**src/design/websocket_frame_deframer_macros.svh**
```systemverilog
// Assertion macros shared by the frame deframer RTL.
// Included by the modules that carry concurrent checks; no other dependencies.
`ifndef WEBSOCKET_FRAME_DEFRAMER_MACROS_SVH
`define WEBSOCKET_FRAME_DEFRAMER_MACROS_SVH

// Generic form: explicit clock and disable condition.
`define WSD_ASSERT_DIS(lbl, clk, dis, prop, msg) \
  lbl: assert property (@(posedge clk) disable iff (dis) prop) else $error(msg);

// Usual form: block clock, disabled while reset is asserted.
`define WSD_ASSERT(lbl, prop, msg) \
  `WSD_ASSERT_DIS(lbl, clk_i, !rst_ni, prop, msg)

`endif

```
**src/design/wsd_pkg.sv**
```systemverilog
// Shared types and constants of the WebSocket frame deframer.
// No dependencies; imported by the parser core and the top level.
`timescale 1ns / 1ps
`default_nettype none

package wsd_pkg;

  // Parser phase.
  typedef enum logic [1:0] {
    PhHeader  = 2'd0,
    PhPayload = 2'd1,
    PhErrBig  = 2'd2,
    PhErrOp   = 2'd3
  } wsd_phase_e;

  // Event reported with each result.
  typedef enum logic [1:0] {
    EvHeader     = 2'd0,
    EvHeaderDone = 2'd1,
    EvPayload    = 2'd2,
    EvError      = 2'd3
  } wsd_event_e;

  // Message kind being received.
  typedef enum logic [2:0] {
    KindNone   = 3'd0,
    KindText   = 3'd1,
    KindBinary = 3'd2,
    KindClose  = 3'd3,
    KindPing   = 3'd4,
    KindPong   = 3'd5
  } wsd_kind_e;

  // Error code reported while the parser is stuck in an error phase.
  typedef enum logic [1:0] {
    ErrNone    = 2'd0,
    ErrTooBig  = 2'd1,
    ErrOpcode  = 2'd2
  } wsd_err_e;

  // Frame opcodes.
  localparam logic [3:0] OpCont   = 4'h0;
  localparam logic [3:0] OpText   = 4'h1;
  localparam logic [3:0] OpBinary = 4'h2;
  localparam logic [3:0] OpClose  = 4'h8;
  localparam logic [3:0] OpPing   = 4'h9;
  localparam logic [3:0] OpPong   = 4'hA;

  // Length codes and header geometry.
  localparam logic [6:0] LenCode64    = 7'd127;
  localparam logic [6:0] LenCode16    = 7'd126;
  localparam logic [3:0] BaseHdrLen   = 4'd2;
  localparam logic [3:0] Ext16Len     = 4'd2;
  localparam logic [3:0] Ext64Len     = 4'd8;
  localparam logic [3:0] MaskKeyLen   = 4'd4;
  localparam logic [3:0] MaxHeaderLen = 4'd10;

  // One input request as seen by the parser core.
  typedef struct packed {
    logic       valid;
    logic       kind;
    logic [7:0] data_byte;
  } wsd_item_t;

  // One result.
  typedef struct packed {
    wsd_event_e  event_res;
    logic [7:0]  payload_byte;
    logic        last_of_frame;
    wsd_kind_e   message_kind;
    logic [31:0] payload_length;
    logic [31:0] message_total;
    logic        fin_flag;
    logic        masked_flag;
    wsd_err_e    error_code;
  } wsd_result_t;

endpackage

`default_nettype wire

```
**src/design/wsd_in_if.sv**
```systemverilog
// Input channel of the frame deframer: valid/ready with one received byte.
// No dependencies.
`timescale 1ns / 1ps
`default_nettype none

interface wsd_in_if;
  logic       valid;
  logic       ready;
  logic       kind;
  logic [7:0] data_byte;

  modport source (output valid, output kind, output data_byte, input ready);
  modport sink   (input valid, input kind, input data_byte, output ready);
endinterface

`default_nettype wire

```
**src/design/wsd_out_if.sv**
```systemverilog
// Result channel of the frame deframer: valid/ready with one parse result.
// No dependencies.
`timescale 1ns / 1ps
`default_nettype none

interface wsd_out_if;
  logic        valid;
  logic        ready;
  logic [1:0]  event_res;
  logic [7:0]  payload_byte;
  logic        last_of_frame;
  logic [2:0]  message_kind;
  logic [31:0] payload_length;
  logic [31:0] message_total;
  logic        fin_flag;
  logic        masked_flag;
  logic [1:0]  error_code;

  modport source (
    output valid, output event_res, output payload_byte, output last_of_frame,
    output message_kind, output payload_length, output message_total,
    output fin_flag, output masked_flag, output error_code, input ready
  );
  modport sink (
    input valid, input event_res, input payload_byte, input last_of_frame,
    input message_kind, input payload_length, input message_total,
    input fin_flag, input masked_flag, input error_code, output ready
  );
endinterface

`default_nettype wire

```
**src/design/websocket_frame_deframer.sv**
```systemverilog
// WebSocket receive frame deframer: RFC 6455 header parse and payload unmask,
// one received byte per cycle while neither channel stalls. Takes one byte or
// restart request per clock when not stalled; each request yields exactly one
// result. A request passes an input register and then the result register
// before its result is presented. The sustained rate is one request per
// cycle while the result side takes every result. The parser state loop
// closes in the core between the input register and the result register.
// A header takes 2 to 14 bytes;
// a 64-bit length with any nonzero byte among its upper four bytes, or an
// unknown opcode, sends the parser into an error phase that answers every
// byte with an error result until a restart request. Both channels stall
// independently; the result register lets a new byte enter while a result
// waits to be taken.
// Depends on wsd_pkg, wsd_in_if, wsd_out_if, wsd_core and the macros header.
`timescale 1ns / 1ps
`default_nettype none
`include "websocket_frame_deframer_macros.svh"

module websocket_frame_deframer
  import wsd_pkg::*;
(
  input wire logic clk_i,
  input wire logic rst_ni,
  wsd_in_if.sink   in_i,
  wsd_out_if.source out_o
);

  logic        s1_valid_q;
  logic        s1_kind_q;
  logic [7:0]  s1_byte_q;
  logic        res_valid_q;
  wsd_result_t res_q;
  wsd_result_t core_res;
  wsd_item_t   core_item;
  logic        out_adv;
  logic        step;
  logic        in_acc;

  // Handshake control: the result register frees when empty or taken.
  assign out_adv    = !res_valid_q || out_o.ready;
  assign step       = s1_valid_q && out_adv;
  assign in_i.ready = !s1_valid_q || out_adv;
  assign in_acc     = in_i.valid && in_i.ready;

  // Input register control.
  always_ff @(posedge clk_i or negedge rst_ni) begin
    if (!rst_ni) begin
      s1_valid_q <= 1'b0;
    end else if (in_acc) begin
      s1_valid_q <= 1'b1;
    end else if (step) begin
      s1_valid_q <= 1'b0;
    end
  end

  // Input register payload.
  always_ff @(posedge clk_i) begin
    if (in_acc) begin
      s1_kind_q <= in_i.kind;
      s1_byte_q <= in_i.data_byte;
    end
  end

  // Parser core.
  assign core_item = '{valid: step, kind: s1_kind_q, data_byte: s1_byte_q};

  wsd_core u_core (
    .clk_i  (clk_i),
    .rst_ni (rst_ni),
    .item_i (core_item),
    .res_o  (core_res)
  );

  // Result register control.
  always_ff @(posedge clk_i or negedge rst_ni) begin
    if (!rst_ni) begin
      res_valid_q <= 1'b0;
    end else if (out_adv) begin
      res_valid_q <= s1_valid_q;
    end
  end

  // Result register payload.
  always_ff @(posedge clk_i) begin
    if (step) begin
      res_q <= core_res;
    end
  end

  // Output channel.
  assign out_o.valid          = res_valid_q;
  assign out_o.event_res      = res_q.event_res;
  assign out_o.payload_byte   = res_q.payload_byte;
  assign out_o.last_of_frame  = res_q.last_of_frame;
  assign out_o.message_kind   = res_q.message_kind;
  assign out_o.payload_length = res_q.payload_length;
  assign out_o.message_total  = res_q.message_total;
  assign out_o.fin_flag       = res_q.fin_flag;
  assign out_o.masked_flag    = res_q.masked_flag;
  assign out_o.error_code     = res_q.error_code;

  // A processed request always lands in the result register.
  `WSD_ASSERT(a_step_lands, step |=> res_valid_q, "processed request lost")
  // A request held in the input register waits while the result side stalls.
  `WSD_ASSERT(a_s1_hold, s1_valid_q && !out_adv |=> s1_valid_q && $stable(s1_byte_q), "input register changed while stalled")
  // A stalled result keeps its contents.
  `WSD_ASSERT(a_res_hold, res_valid_q && !out_o.ready |=> $stable(res_q), "result changed while stalled")

endmodule

`default_nettype wire

```
**src/design/wsd_core.sv**
```systemverilog
// Parser core: frame header parse, message tracking and payload unmask.
// Depends on wsd_pkg and the assertion macros header.
`timescale 1ns / 1ps
`default_nettype none
`include "websocket_frame_deframer_macros.svh"

module wsd_core
  import wsd_pkg::*;
(
  input  wire logic        clk_i,
  input  wire logic        rst_ni,
  input  wire wsd_item_t   item_i,
  output      wsd_result_t res_o
);

  // Header bytes 2 to 5 of a 64-bit length must be zero.
  localparam logic [3:0] LongHiEnd = 4'd6;

  wsd_phase_e  phase_q, phase_d;
  logic [3:0]  hpos_q, hpos_d;
  logic [3:0]  hlen_q, hlen_d;
  logic [7:0]  fhb_q, fhb_d;
  logic [7:0]  lcode_q, lcode_d;
  logic [31:0] lacc_q, lacc_d;
  logic [31:0] mask_q, mask_d;
  logic [31:0] prem_q, prem_d;
  logic [1:0]  ppos_q, ppos_d;
  wsd_kind_e   ckind_q, ckind_d;
  logic [31:0] total_q, total_d;

  wsd_event_e  ev;
  logic [7:0]  pb;
  logic        last;
  logic [3:0]  ext_q;
  logic [3:0]  ext_b;
  logic [3:0]  key_pos;
  logic [7:0]  key;
  logic        op_ok;
  logic [7:0]  b;

  assign b = item_i.data_byte;

  // Extended length byte count from the stored and from the incoming length code.
  always_comb begin
    ext_q = (lcode_q[6:0] == LenCode64) ? Ext64Len :
            (lcode_q[6:0] == LenCode16) ? Ext16Len : 4'd0;
    ext_b = (b[6:0] == LenCode64) ? Ext64Len :
            (b[6:0] == LenCode16) ? Ext16Len : 4'd0;
    key_pos = hpos_q - BaseHdrLen - ext_q;
    key = lcode_q[7] ? mask_q[{ppos_q, 3'b000} +: 8] : 8'd0;
  end

  // Next state and result for the request at the core input.
  always_comb begin
    phase_d = phase_q;
    hpos_d  = hpos_q;
    hlen_d  = hlen_q;
    fhb_d   = fhb_q;
    lcode_d = lcode_q;
    lacc_d  = lacc_q;
    mask_d  = mask_q;
    prem_d  = prem_q;
    ppos_d  = ppos_q;
    ckind_d = ckind_q;
    total_d = total_q;
    ev      = EvHeader;
    pb      = 8'd0;
    last    = 1'b0;
    op_ok   = 1'b1;

    if (item_i.kind) begin
      // Restart: everything back to its reset value.
      phase_d = PhHeader;
      hpos_d  = 4'd0;
      hlen_d  = BaseHdrLen;
      fhb_d   = 8'd0;
      lcode_d = 8'd0;
      lacc_d  = 32'd0;
      mask_d  = 32'd0;
      prem_d  = 32'd0;
      ppos_d  = 2'd0;
      ckind_d = KindNone;
      total_d = 32'd0;
    end else begin
      unique case (phase_q)
        PhErrBig, PhErrOp: begin
          ev = EvError;
        end
        PhPayload: begin
          pb     = b ^ key;
          ev     = EvPayload;
          ppos_d = ppos_q + 2'd1;
          prem_d = prem_q - 32'd1;
          if (prem_d == 32'd0) begin
            last    = 1'b1;
            phase_d = PhHeader;
            hpos_d  = 4'd0;
            hlen_d  = BaseHdrLen;
          end
        end
        PhHeader: begin
          // Store the header byte according to its position.
          if (hpos_q == 4'd0) begin
            fhb_d = b;
          end else if (hpos_q == 4'd1) begin
            lcode_d = b;
            hlen_d  = BaseHdrLen + ext_b + (b[7] ? MaskKeyLen : 4'd0);
            lacc_d  = (ext_b == 4'd0) ? {25'd0, b[6:0]} : 32'd0;
            mask_d  = 32'd0;
          end else if (hpos_q < BaseHdrLen + ext_q) begin
            if (ext_q == Ext64Len && hpos_q < LongHiEnd && b != 8'd0) begin
              phase_d = PhErrBig;
              ckind_d = KindClose;
              total_d = 32'd0;
              ev      = EvError;
            end else begin
              lacc_d = {lacc_q[23:0], b};
            end
          end else begin
            for (int i = 0; i < 4; i++) begin
              if (key_pos[1:0] == 2'(i)) begin
                mask_d[i*8 +: 8] = b;
              end
            end
          end

          // Header completion: apply the opcode and choose the next phase.
          if (ev != EvError) begin
            hpos_d = hpos_q + 4'd1;
            if (hpos_q != 4'd0 && ({1'b0, hpos_q} + 5'd1) >= {1'b0, hlen_d}) begin
              unique case (fhb_d[3:0])
                OpCont: begin
                  total_d = (ckind_q == KindPing) ? lacc_d : total_q + lacc_d;
                end
                OpText: begin
                  ckind_d = KindText;
                  total_d = lacc_d;
                end
                OpBinary: begin
                  ckind_d = KindBinary;
                  total_d = lacc_d;
                end
                OpClose: begin
                  ckind_d = KindClose;
                  total_d = lacc_d;
                end
                OpPing: begin
                  ckind_d = KindPing;
                  total_d = lacc_d;
                end
                OpPong: begin
                  ckind_d = KindPong;
                  total_d = lacc_d;
                end
                default: begin
                  op_ok = 1'b0;
                end
              endcase
              if (!op_ok) begin
                phase_d = PhErrOp;
                ckind_d = KindClose;
                total_d = 32'd0;
                ev      = EvError;
              end else begin
                ev = EvHeaderDone;
                if (lacc_d == 32'd0) begin
                  last    = 1'b1;
                  phase_d = PhHeader;
                  hpos_d  = 4'd0;
                  hlen_d  = BaseHdrLen;
                end else begin
                  phase_d = PhPayload;
                  prem_d  = lacc_d;
                  ppos_d  = 2'd0;
                end
              end
            end
          end
        end
        default: begin
          ev = EvError;
        end
      endcase
    end
  end

  // Result fields reflect the state after this request.
  always_comb begin
    res_o.event_res      = ev;
    res_o.payload_byte   = pb;
    res_o.last_of_frame  = last;
    res_o.message_kind   = ckind_d;
    res_o.payload_length = lacc_d;
    res_o.message_total  = total_d;
    res_o.fin_flag       = fhb_d[7];
    res_o.masked_flag    = lcode_d[7];
    res_o.error_code     = (phase_d == PhErrBig) ? ErrTooBig :
                           (phase_d == PhErrOp)  ? ErrOpcode : ErrNone;
  end

  // Parser state, updated once per request.
  always_ff @(posedge clk_i or negedge rst_ni) begin
    if (!rst_ni) begin
      phase_q <= PhHeader;
      hpos_q  <= 4'd0;
      hlen_q  <= BaseHdrLen;
      fhb_q   <= 8'd0;
      lcode_q <= 8'd0;
      lacc_q  <= 32'd0;
      mask_q  <= 32'd0;
      prem_q  <= 32'd0;
      ppos_q  <= 2'd0;
      ckind_q <= KindNone;
      total_q <= 32'd0;
    end else if (item_i.valid) begin
      phase_q <= phase_d;
      hpos_q  <= hpos_d;
      hlen_q  <= hlen_d;
      fhb_q   <= fhb_d;
      lcode_q <= lcode_d;
      lacc_q  <= lacc_d;
      mask_q  <= mask_d;
      prem_q  <= prem_d;
      ppos_q  <= ppos_d;
      ckind_q <= ckind_d;
      total_q <= total_d;
    end
  end

  // Header length never exceeds the longest header with a mask key.
  `WSD_ASSERT(a_hlen_bound, hlen_q <= MaxHeaderLen + MaskKeyLen, "header length out of range")
  // The payload phase always has bytes left to deliver.
  `WSD_ASSERT(a_payload_left, phase_q == PhPayload |-> prem_q != 32'd0, "empty payload phase")
  // An error phase is left only through a restart.
  `WSD_ASSERT(a_err_sticky, (phase_q == PhErrBig || phase_q == PhErrOp) && !(item_i.valid && item_i.kind) |=> phase_q == $past(phase_q), "error phase left without restart")
  // The message kind only takes defined codes.
  `WSD_ASSERT(a_kind_range, ckind_q <= KindPong, "message kind out of range")

endmodule

`default_nettype wire

```
**src/flat_wrapper.sv**
```systemverilog
// flat-port wrapper written by rule: the top's interface ports become plain ports
module websocket_frame_deframer_flat import wsd_pkg::*;
  (clk_i, rst_ni, in_i_valid, in_i_kind, in_i_data_byte, in_i_ready, out_o_valid, out_o_event_res, out_o_payload_byte, out_o_last_of_frame, out_o_message_kind, out_o_payload_length, out_o_message_total, out_o_fin_flag, out_o_masked_flag, out_o_error_code, out_o_ready);
  wsd_in_if in_i_i ();
  wsd_out_if out_o_i ();
  input wire logic clk_i;
  input wire logic rst_ni;
  input wire logic [$bits(in_i_i.valid)-1:0] in_i_valid;
  input wire logic [$bits(in_i_i.kind)-1:0] in_i_kind;
  input wire logic [$bits(in_i_i.data_byte)-1:0] in_i_data_byte;
  output wire logic [$bits(in_i_i.ready)-1:0] in_i_ready;
  output wire logic [$bits(out_o_i.valid)-1:0] out_o_valid;
  output wire logic [$bits(out_o_i.event_res)-1:0] out_o_event_res;
  output wire logic [$bits(out_o_i.payload_byte)-1:0] out_o_payload_byte;
  output wire logic [$bits(out_o_i.last_of_frame)-1:0] out_o_last_of_frame;
  output wire logic [$bits(out_o_i.message_kind)-1:0] out_o_message_kind;
  output wire logic [$bits(out_o_i.payload_length)-1:0] out_o_payload_length;
  output wire logic [$bits(out_o_i.message_total)-1:0] out_o_message_total;
  output wire logic [$bits(out_o_i.fin_flag)-1:0] out_o_fin_flag;
  output wire logic [$bits(out_o_i.masked_flag)-1:0] out_o_masked_flag;
  output wire logic [$bits(out_o_i.error_code)-1:0] out_o_error_code;
  input wire logic [$bits(out_o_i.ready)-1:0] out_o_ready;
  assign in_i_i.valid = in_i_valid;
  assign in_i_i.kind = in_i_kind;
  assign in_i_i.data_byte = in_i_data_byte;
  assign in_i_ready = in_i_i.ready;
  assign out_o_valid = out_o_i.valid;
  assign out_o_event_res = out_o_i.event_res;
  assign out_o_payload_byte = out_o_i.payload_byte;
  assign out_o_last_of_frame = out_o_i.last_of_frame;
  assign out_o_message_kind = out_o_i.message_kind;
  assign out_o_payload_length = out_o_i.payload_length;
  assign out_o_message_total = out_o_i.message_total;
  assign out_o_fin_flag = out_o_i.fin_flag;
  assign out_o_masked_flag = out_o_i.masked_flag;
  assign out_o_error_code = out_o_i.error_code;
  assign out_o_i.ready = out_o_ready;
  websocket_frame_deframer u_core (.clk_i(clk_i), .rst_ni(rst_ni), .in_i(in_i_i), .out_o(out_o_i));
endmodule
```
**config.mk**
```make
export PLATFORM = sky130hd
export DESIGN_NAME = websocket_frame_deframer_flat
export DESIGN_NICKNAME = d
export VERILOG_FILES = /design/src/design/wsd_pkg.sv /design/src/design/wsd_in_if.sv /design/src/design/wsd_out_if.sv /design/src/design/websocket_frame_deframer.sv /design/src/design/wsd_core.sv /design/src/flat_wrapper.sv
export VERILOG_INCLUDE_DIRS = /design/src /design/src/design
export SDC_FILE = /design/constraint.sdc
export NUM_CORES = 1
export LEC_CHECK = 0
export ABC_AREA = 1
export BUFFER_PORTS_ARGS = -buffer_cell sky130_fd_sc_hd__buf_2
export CORE_UTILIZATION = 47
export DETAILED_ROUTE_END_ITERATION = 6
export GPL_TIMING_DRIVEN = 0
export PLACE_DENSITY_LB_ADDON = 0.3
export SYNTH_ARGS = -nofsm -noshare
export SYNTH_HDL_FRONTEND = slang
export SYNTH_HIERARCHICAL = 1
export SYNTH_SLANG_ARGS = --single-unit
```
**constraint.sdc**
```tcl
create_clock -name clk_i -period 7 [get_ports clk_i]
set_input_delay 0.7 -clock clk_i [delete_from_list [all_inputs] [get_ports clk_i]]
set_output_delay 0.7 -clock clk_i [all_outputs]
set_load 0.05 [all_outputs]
```
==> results summary <==
The worst slack at placement is 2060 ps. The initial utilization of the core area, before any placement, comes to 47.6%. The largest clock skew in the final design came out at 21.5 ps.

The synthesized netlist contains 52 unique library cells. The average wire per standard cell came out at 20.3 µm. The critical path data arrival time is 5460 ps. The number of global-route vias before repair is 14900. Synthesis inferred 249 register bits. The cell count after placement is 2715. The depth of the worst register-to-register path came out at 27.

The height of the die is 186 µm. The fill cell instance count of the final layout is 3250. Setup violations remaining at the end of the flow were counted as 0.

The buffer depth of the longest clock path came out at 3. The net total in the final layout came out at 2363. The final-layout worst hold slack is -3.80 ps. The start-to-end type of the worst setup path is reg2reg. TritonCTS built the clock tree.

After detailed routing, the number of vias per cell comes to 5.75. The total of max-cap violations came out at 0. Entering global routing, the biggest net connects 119 pins. Dividing total power by cell area gives a power density of 551 nW/µm². The clock-pin slew of the registers on the worst-case setup and hold paths came out at 60 ps. The final reports fail on negative hold slack. The run finished, with violations left. The placeable core region is 33400 µm². The post-CTS setup buffer count came out at 0. The initial antenna violation count is 0. The total count of max-transition violations in the final report came out at 0. The worst-path maximum fanout is 6.

The number of design-rule violations left by the first detailed-router iteration is 1749. The synthesized instance count is 2167. The count of port buffers added during placement is 96. The element type at the critical path start is a register.

The number of clock sinks seen by CTS came out at 249. The total congestion overflow came out at 0. The number of enable-type register cells in the synthesized netlist came out at 91. The area overhead of the layout relative to synthesis is 13.8%. The DRC violation count after routing came out at 0. The flip-flop cell with the highest count after synthesis is sky130_fd_sc_hd__dfrtp_1. The count of boundary I/O pins is 97. The number of H-tree levels is 1. The tree is rooted in a sky130_fd_sc_hd__clkbuf_16. The die boundary width came out at 186 µm. The number of optimization iterations in the first detailed-route pass came out at 7. The final hold violation count came out at 7. The headroom to the max-slew limit came out at 10.2%. Once detail routing completed, the nets flagged for antenna violations numbered 0.

The number of antenna cells inserted came out at 0. The wire length of the first global-routing pass came out at 85.3 mm. The required arrival time at the worst endpoint is 7350 ps. The transition time of the tightest slew-check pin came out at 1350 ps. The clock period minus worst slack came out at 5120 ps.

The async set-reset flop share out of synthesis is 63.5%. The area of the die is 34700 µm². The via count came out at 15900.

For this run, the number of standard cells in the final layout without fillers is 2769. The mean instance size in the synthesized netlist came out at 7.35 µm². The total number of placement rows came out at 67. The final worst-path setup slack is 1880 ps.

Once the clock tree was built, the resizer swapped 0 gates to a different size. Across the VDD grid, the largest voltage drop is 0.000301 V. The wire length after detailed routing came out at 56.1 mm. The fraction of layout cells with a size suffix above 1 is 10.1%. The total half-perimeter wirelength after legalization and detailed placement is 42.8 mm. Setup repair after global routing left no endpoint under its margin. The number of hold buffers added after CTS was 0.

The warning count from the yosys run came out at 6. The nature of the critical path endpoint is a register. The post-route clock period utilization is 73.1%. At the end of routability-driven placement, the weighted congestion stood at 1.02. For this run, the top clock speed supported by timing is 195 MHz. When the netlist entered floorplanning its net count stood at 2232. TritonCTS created 29 clock buffers. The area of the mapped netlist came out at 15900 µm².

The static leakage power came out at 8.65 nW. The clock latency of the later-clocked register in the worst-skew pair came out at 590 ps. Global routing used 32.6% of the available tracks across all layers.

The worst hold path belongs to the class in2async. The share of the Yosys chip area taken by registers is 42.0%.
## logic make-up after synthesis
family	Yosys count	share of synthesized area [%]
and+or+nand+nor	1098	29.4
AOI/OAI and AO/OA	434	14.8
buffers and inverters	298	7.69
DFF	249	42.0
adders and majority gates	52	4.13
xor gates and xnor gates	35	1.92
muxes	1	0.0628
## Yosys cell counts, drive strengths merged, types with 2 or more instances
library cell	n	area (µm²)
a211oi	25	188
a21o	5	37.5
a21oi	115	583
a31oi	2	12.5
and2	5	33.8
buf	38	249
clkbuf	55	206
dfrtp	157	3930
edfxtp	91	2730
ha	51	638
inv	204	766
nand2	652	2500
nand3	139	726
nand3b	25	188
nand4	28	181
nor2	220	901
nor3	14	70.1
nor4	2	12.5
o211ai	8	60.1
o21a	5	37.5
o21ai	236	1190
o21bai	4	30.0
o22ai	29	181
or2	12	75.1
xnor2	9	78.8
xor2	26	228
## registers in the layout, summed over array words and instances (netlist names), 3 cells and up
name	flops
u_core/out_o.message_total	32
u_core/out_o.payload_length	32
u_core/u_core/lacc_q	32
u_core/u_core/mask_q	32
u_core/u_core/prem_q	32
u_core/u_core/total_q	32
u_core/out_o.payload_byte	8
u_core/s1_byte_q	8
u_core/u_core/lcode_q	8
u_core/u_core/fhb_q	5
u_core/u_core/hlen_q	4
u_core/u_core/hpos_q	4
u_core/out_o.message_kind	3
u_core/u_core/ckind_q	3
## power by group
part | leakage [nW] | switching, mW | total, mW | internal, mW
Sequential | 3.03 | 0.287 | 2.26 | 1.97
Combinational | 5.12 | 4.45 | 6.08 | 1.64
Clock | 0.502 | 0.660 | 1.64 | 0.984
Total | 8.65 | 5.39 | 9.99 | 4.59
## area by class of cell
class / instances / area [µm²] / area share (%)
timing repair buffer: 100 / 586 / 3.23
clock buffer: 35 / 778 / 4.29
tap: 448 / 561 / 3.09
sequential: 249 / 6690 / 36.9
multi-input combinational: 1620 / 8040 / 44.3
clock inverter: 19 / 260 / 1.44
buffer: 93 / 455 / 2.51
inverter: 205 / 769 / 4.24
## placed cells by master (no fill, tap or decap), drive strengths merged, types with 3 or more instances in the layout
cell	count
bufinv	5
o21bai	4
o211ai	8
nand3	139
xnor2	9
xor2	26
buf	138
clkbuf	90
o21ai	236
a211oi	25
a21o	5
nand3b	25
clkinv	10
inv	206
nand2	652
dfrtp	157
or2	12
and2	5
nor2	220
nor3	14
ha	51
a21oi	115
o21a	5
nand4	28
o22ai	29
edfxtp	91
clkinvlp	3
## layer usage
metal  part of all wire (%)  wire length [µm]  global-route usage, %  up-vias
met5                      0                 0                      0        -
met4                    4.2              2350                   13.5        0
met3                    9.4              5260                   4.85      134
met2                     46             25800                   53.6      870
met1                     40             22600                   43.1     7483
li1                       -                 -                      -     7447
## path summary, 6_finish.rpt
check,start,endpoint,slack [ps]
max,u_core/u_core/lcode_q[3],u_core/out_o.message_total[22],1880
min,rst_ni,u_core/u_core/total_q[13],-4
max reg2reg,u_core/u_core/lcode_q[3],u_core/out_o.message_total[22],1880
min reg2reg,u_core/u_core/hlen_q[1],u_core/u_core/hlen_q[1],480
max in group asynchronous,rst_ni,u_core/u_core/prem_q[19],6030
min in group clk_i,in_i_data_byte[5],u_core/s1_byte_q[5],290
## stage by stage
stage          hold WS [ps]  setup TNS [ps]  instance area [µm²]  utilization, %  power, mW
2_1_floorplan           404               0                15900               -       6.24
3_3_place_gp            461         -353850                17000            50.8       8.07
3_5_place_dp            469               0                17100            51.1       8.13
4_1_cts                6.39               0                18100            54.2       9.80
5_1_grt                17.9               0                18100            54.2       10.6
6_report              -3.80               0                18100            54.2       9.99
## critical path, cell delays in order, from the launching register on
cell	delay, ps
sky130_fd_sc_hd__dfrtp_1	350
sky130_fd_sc_hd__nand2_1	60
sky130_fd_sc_hd__inv_1	70
sky130_fd_sc_hd__nand2_1	90
sky130_fd_sc_hd__nor2_4	160
sky130_fd_sc_hd__inv_1	90
sky130_fd_sc_hd__ha_1	300
sky130_fd_sc_hd__a21oi_1	140
sky130_fd_sc_hd__nand2_1	150
sky130_fd_sc_hd__nor2_4	130
sky130_fd_sc_hd__nand2_2	120
sky130_fd_sc_hd__nand2_1	280
sky130_fd_sc_hd__nand2_1	90
sky130_fd_sc_hd__nand2_1	260
sky130_fd_sc_hd__inv_1	80
sky130_fd_sc_hd__ha_1	390
sky130_fd_sc_hd__nand2_1	160
sky130_fd_sc_hd__nor2_1	240
sky130_fd_sc_hd__nand2_1	80
sky130_fd_sc_hd__o21ai_0	630
sky130_fd_sc_hd__nand2_1	150
sky130_fd_sc_hd__nand2_1	140
sky130_fd_sc_hd__nor2_1	50
sky130_fd_sc_hd__o21ai_1	220
sky130_fd_sc_hd__nand2_1	80
sky130_fd_sc_hd__o21ai_1	110
sky130_fd_sc_hd__nand2_1	70
sky130_fd_sc_hd__o21ai_0	180
Note: power is estimated with default switching activity, not from simulation.
